## src/sv/roaring_bitmap_stream_decoder_top_macros.svh

```systemverilog
// Assertion helpers used by the decoder back end.
// Each macro expects signals named clk and rst_n in the module that uses it.
`ifndef ROARING_BITMAP_STREAM_DECODER_TOP_MACROS_SVH
`define ROARING_BITMAP_STREAM_DECODER_TOP_MACROS_SVH

// Same-cycle implication, checked outside reset.
`define RBSD_ASSERT_IMP(lbl, ante, cons, msg) \
  lbl: assert property (@(posedge clk) disable iff (!rst_n) (ante) |-> (cons)) \
    else $error(msg);

// Next-cycle implication, checked outside reset.
`define RBSD_ASSERT_NXT(lbl, ante, cons, msg) \
  lbl: assert property (@(posedge clk) disable iff (!rst_n) (ante) |=> (cons)) \
    else $error(msg);

`endif

```

## src/sv/rbsd_pkg.sv

```systemverilog
package rbsd_pkg;

  localparam int unsigned MAX_CONTAINERS_DEF = 65536;
  localparam logic [32:0] DEFAULT_BUDGET_DEF = 33'h0_8000_0000;

  localparam logic [15:0] COOKIE_RUNS  = 16'd12347;
  localparam logic [31:0] COOKIE_PLAIN = 32'd12346;
  localparam logic [16:0] OFFSET_MIN   = 17'd4;
  localparam logic [18:0] BITMAP_BYTES = 19'd8192;
  localparam logic [16:0] ARRAY_MAX    = 17'd4096;
  localparam logic [17:0] KEY_SPAN     = 18'd65536;

  // Section byte counter width: covers the offset header of 4 bytes per container.
  localparam int unsigned SBW = 19;

  // Parse phases.
  localparam logic [3:0] PH_COOKIE   = 4'd0;
  localparam logic [3:0] PH_COUNT    = 4'd1;
  localparam logic [3:0] PH_FLAGS    = 4'd2;
  localparam logic [3:0] PH_DESC     = 4'd3;
  localparam logic [3:0] PH_OFFSETS  = 4'd4;
  localparam logic [3:0] PH_RUNCOUNT = 4'd5;
  localparam logic [3:0] PH_RUNS     = 4'd6;
  localparam logic [3:0] PH_BITMAP   = 4'd7;
  localparam logic [3:0] PH_ARRAY    = 4'd8;
  localparam logic [3:0] PH_DONE     = 4'd9;
  localparam logic [3:0] PH_HALT     = 4'd10;
  localparam logic [3:0] PH_BEGIN    = 4'd11;

  // Status codes.
  localparam logic [2:0] ST_OK    = 3'd0;
  localparam logic [2:0] ST_TRUNC = 3'd1;
  localparam logic [2:0] ST_COOKIE = 3'd2;
  localparam logic [2:0] ST_LIMIT = 3'd3;
  localparam logic [2:0] ST_OVER  = 3'd4;
  localparam logic [2:0] ST_CARD  = 3'd5;
  localparam logic [2:0] ST_ORDER = 3'd6;

  // Result kinds.
  localparam logic KIND_RANGE  = 1'b0;
  localparam logic KIND_STATUS = 1'b1;

  typedef struct packed {
    logic [7:0] data;
    logic       eof;
  } item_t;

  typedef struct packed {
    logic  valid;
    item_t item;
  } queue_head_t;

endpackage

```

## src/sv/rbsd_front.sv

```systemverilog
module rbsd_front
  import rbsd_pkg::*;
(
  input  logic        clk,
  input  logic        rst_n,
  input  logic        in_valid,
  output logic        in_ready,
  input  logic [7:0]  in_data_byte,
  input  logic        in_end_of_file,
  output queue_head_t head,
  input  logic        pop
);

  // Two-entry queue of incoming beats.
  item_t      mem_r [2];
  logic       wp_r, wp_nxt;
  logic       rp_r, rp_nxt;
  logic [1:0] cnt_r, cnt_nxt;
  logic       push;
  logic       do_pop;

  assign in_ready = (cnt_r != 2'd2);
  assign push     = in_valid && in_ready;
  assign do_pop   = pop && (cnt_r != 2'd0);

  assign head.valid = (cnt_r != 2'd0);
  assign head.item  = mem_r[rp_r];

  always_comb begin
    wp_nxt  = push ? ~wp_r : wp_r;
    rp_nxt  = do_pop ? ~rp_r : rp_r;
    cnt_nxt = cnt_r + {1'b0, push} - {1'b0, do_pop};
  end

  always_ff @(posedge clk) begin
    if (push) begin
      mem_r[wp_r] <= '{data: in_data_byte, eof: in_end_of_file};
    end
  end

  always_ff @(posedge clk) begin
    if (!rst_n) begin
      wp_r  <= 1'b0;
      rp_r  <= 1'b0;
      cnt_r <= 2'd0;
    end else begin
      wp_r  <= wp_nxt;
      rp_r  <= rp_nxt;
      cnt_r <= cnt_nxt;
    end
  end

endmodule

```

## config.mk

```make
export PLATFORM = sky130hd
export DESIGN_NAME = rbsd_front
export DESIGN_NICKNAME = d
export VERILOG_FILES = /design/src/sv/roaring_bitmap_stream_decoder_top_macros.svh /design/src/sv/rbsd_pkg.sv /design/src/sv/rbsd_front.sv
export SDC_FILE = /design/constraint.sdc
export NUM_CORES = 1
export LEC_CHECK = 0
export ABC_AREA = 1
export BUFFER_PORTS_ARGS = -buffer_cell sky130_fd_sc_hd__buf_2
export CAP_MARGIN = 20
export CORE_ASPECT_RATIO = 1.2
export CORE_MARGIN = 3
export CORE_UTILIZATION = 30
export CTS_CLUSTER_DIAMETER = 120
export DETAILED_ROUTE_END_ITERATION = 7
export PLACE_DENSITY = 0.53
export SKIP_CTS_REPAIR_TIMING = 1
export SYNTH_ARGS = -nofsm -noshare
export SYNTH_HDL_FRONTEND = slang
export SYNTH_SLANG_ARGS = --single-unit
```

## constraint.sdc

```tcl
create_clock -name clk -period 1.4 [get_ports clk]
set_clock_uncertainty 0.15 [all_clocks]
set_input_delay 0.07 -clock clk [delete_from_list [all_inputs] [get_ports clk]]
set_output_delay 0.07 -clock clk [all_outputs]
set_load 0.05 [all_outputs]
```

==> flow_summary.toml <==
[setup_path]
start_kind = "flip-flop"
max_stage_delay_ps = 400
slowest_stage = "dfxtp_4"
cp-end-kind = "flip-flop"
reg2reg_to = "cnt_r[1]"
r2r-start = "cnt_r[0]"
crit_arrival_ps = 1610
worstPathMaxFanout = 3
cp_top_family = "adder cells"
critPathBufInv = 3
rr_worst_depth = 10
worstSetupPathType = "flip-flop to flip-flop"
required_ps = 1460
r2r_slack_ps = -150
crit_chain = "inv_4, nand2_8, nand2_4, ha_4, inv_2, ha_4, inv_2, nand2_2, a21oi_2, nor2_1"

[placement]
port-buffer-count = 23
place_hpwl_mm = 1.21
gp_congestion = 0.684
dp_cells = 127

[layout]
n_antenna_cell = 0
final_nets = 122
stdcell_count = 140
postLayoutCoreUtil_pct = 49.2
layout-drive-gt1-share_pct = 57.5
syn2layout_area_growth_pct = 51.4

[hold_path]
min_to = "cnt_r[0]"
holdCritStartpoint = "rst_n"
min_path_cells = 3
hp-class = "primary input to flip-flop"

[logic_synthesis]
syn_nets = 79
syn_avg_cell_area_um2 = 14.8
yosys_warnings = 0
syn_inst = 64
yosysUniqueCellTypes = 14
netlist_area_um2 = 947
synth-seq-area-share_pct = 67.6
synth_seq_cells = 23

[global_route]
grt.overflow.total = 0
antenna_found_initial = 0
grt_pass1_vias = 585
grt_pass1_wl_mm = 2.48
grt_start_max_net_pins = 14
gr-usage-all-layers_pct = 8.69

[sta]
final-setup-viol-count = 10
final_max_slew_viol_count = 0
hold_violations = 5
maxClockFrequency_mhz = 645
whs_ps = -142
tightest_slew_ps = 136
period_share_pct = 111
rsz0062_at_grt = "true"
min_period_ps = 1550
fin_ws_ps = -151
slew_headroom_pct = 90.9

[job]
maxCapViolCount = 0

[power_and_ir_drop]
p_switching_uw = 1100
power.leakage_uw = 0.000593
clkPwrFrac_pct = 10.7
p_sw_share_pct = 40.0
seqPwrFrac_pct = 35.9
ir_drop_mv = 1.30
internal-power_uw = 1650
powerDensity_mw_per_mm2 = 1920
pwr-share-comb_pct = 53.5

[clock_tree]
clock_latency_ps = 300
cts.clk_slew.worst_paths_ps = 120
htreeDepth = 1
tritoncts = "yes"
numClockSinks = 23
clock_path_buffers = 2
cts_buffers = 3
clock_tree.root_cell = "clkbuf_4"

[floorplan]
start_util_pct = 32.5
io_pins = 24
dieArea_mm2 = 0.00387
die-height_um = 67.6
core_mm2 = 0.00292
fp-row-count = 21
die_width_um = 57.3

[route]
drtIter0Drc = 16
vias_per_cell = 4.31
drcViolationCount = 0
wirelength_mm = 1.73
ant_nets = 0
routedWlPerCell_um = 12.3
vias = 604
dr.pass1.iters = 4

[run_status]
violations = "hold timing, setup timing"
outcome = "finished with violations"
[synthesized netlist by cell type]
| cell type | count | area (µm²) |
|---|---|---|
| a21oi_1 | 2 | 10.0 |
| inv_1 | 7 | 26.3 |
| nor2_1 | 6 | 22.5 |
| ha_1 | 2 | 25.0 |
| nor2_4 | 1 | 11.3 |
| nand2_2 | 2 | 12.5 |
| buf_6 | 1 | 11.3 |
| mux2_4 | 9 | 135 |
| edfxtp_1 | 18 | 541 |
| nand3_1 | 2 | 10.0 |
| nand2_1 | 7 | 26.3 |
| nand3_2 | 1 | 10.0 |
| dfxtp_1 | 5 | 100 |
| nor2_2 | 1 | 6.26 |
[how the worst max path moves through the flow]
stage	start	end	slack, ps	cells past startpoint
after floorplan	cnt_r[0]	cnt_r[1]	-150	10
after global routing	cnt_r[0]	cnt_r[1]	-220	11
after detailed placement	cnt_r[1]	cnt_r[1]	-160	9
final	cnt_r[0]	cnt_r[1]	-150	10
after CTS	flip-flop	head[3]	-180	3
after global placement	cnt_r[1]	cnt_r[1]	-100	9
[registers in the layout (all words and copies together) (netlist names), named ones only]
register and flops:
rp_r 1, wp_r 1, cnt_r 2, mem_r 18
[logic make-up after synthesis]
family | count (synthesis) | share of synthesized area (%)
compound gates | 2 | 1.06
buf+inv | 8 | 3.96
simple gates | 20 | 10.4
fa+ha+maj | 2 | 2.64
flops | 23 | 67.6
mux | 9 | 14.3
[layer usage]
metal / share of wire, % / track usage (%)
met5: 0 / 0
met4: 0.87 / 4.35
met3: 5.8 / 2.49
met2: 53 / 15.3
met1: 40 / 9.57
[worst min-delay path: stages]
cell and delay [ps]:
buf_2 120, nand2_1 60, inv_1 40
[final cells by class]
| type | count | area (µm²) |
|---|---|---|
| Multi-Input combinational cell | 33 | 334 |
| Clock buffer | 3 | 22.5 |
| Inverter | 7 | 28.8 |
| Tap cell | 34 | 42.5 |
| Sequential cell | 23 | 649 |
| Clock inverter | 1 | 5.00 |
| Timing Repair Buffer | 39 | 352 |
| Fill cell | 268 | 1480 |
[cells in the final DEF, fill, tap and decap left out, types with 2 or more instances in the layout]
cell           Yosys  final
buf_6              1     11
dlygate4sd3_1      0      9
dfxtp_1            5      2
nand2_2            2      3
mux2_4             9      9
nor2_4             1      2
inv_1              7      4
buf_4              0      5
nand2_1            7      4
nand3_2            1      2
edfxtp_1          18     18
dfxtp_4            0      2
clkbuf_4           0      3
buf_2              0     12
nor2_1             6      6
ha_4               0      2
buf_12             0      2
inv_2              0      2
[power groups by stage]
stage	registers, µW	logic (µW)	clock network, µW
2_1_floorplan	976	932	0
3_3_place_gp	981	1230	0
3_5_place_dp	987	1250	0
4_1_cts	971	1250	310
5_1_grt	1000	1570	341
6_report	988	1470	294
[metrics by stage]
step	TNS (ps)	area (µm²)	total power, µW	setup WS, ps
after floorplan	-1500	1000	1910	-148
after global placement	-101	1220	2210	-101
after detailed placement	-174	1220	2240	-158
after CTS	-1850	1250	2530	-181
after global routing	-1510	1430	2920	-219
final	-868	1430	2760	-151
No activity file was read; power rests on OpenSTA's default activity.
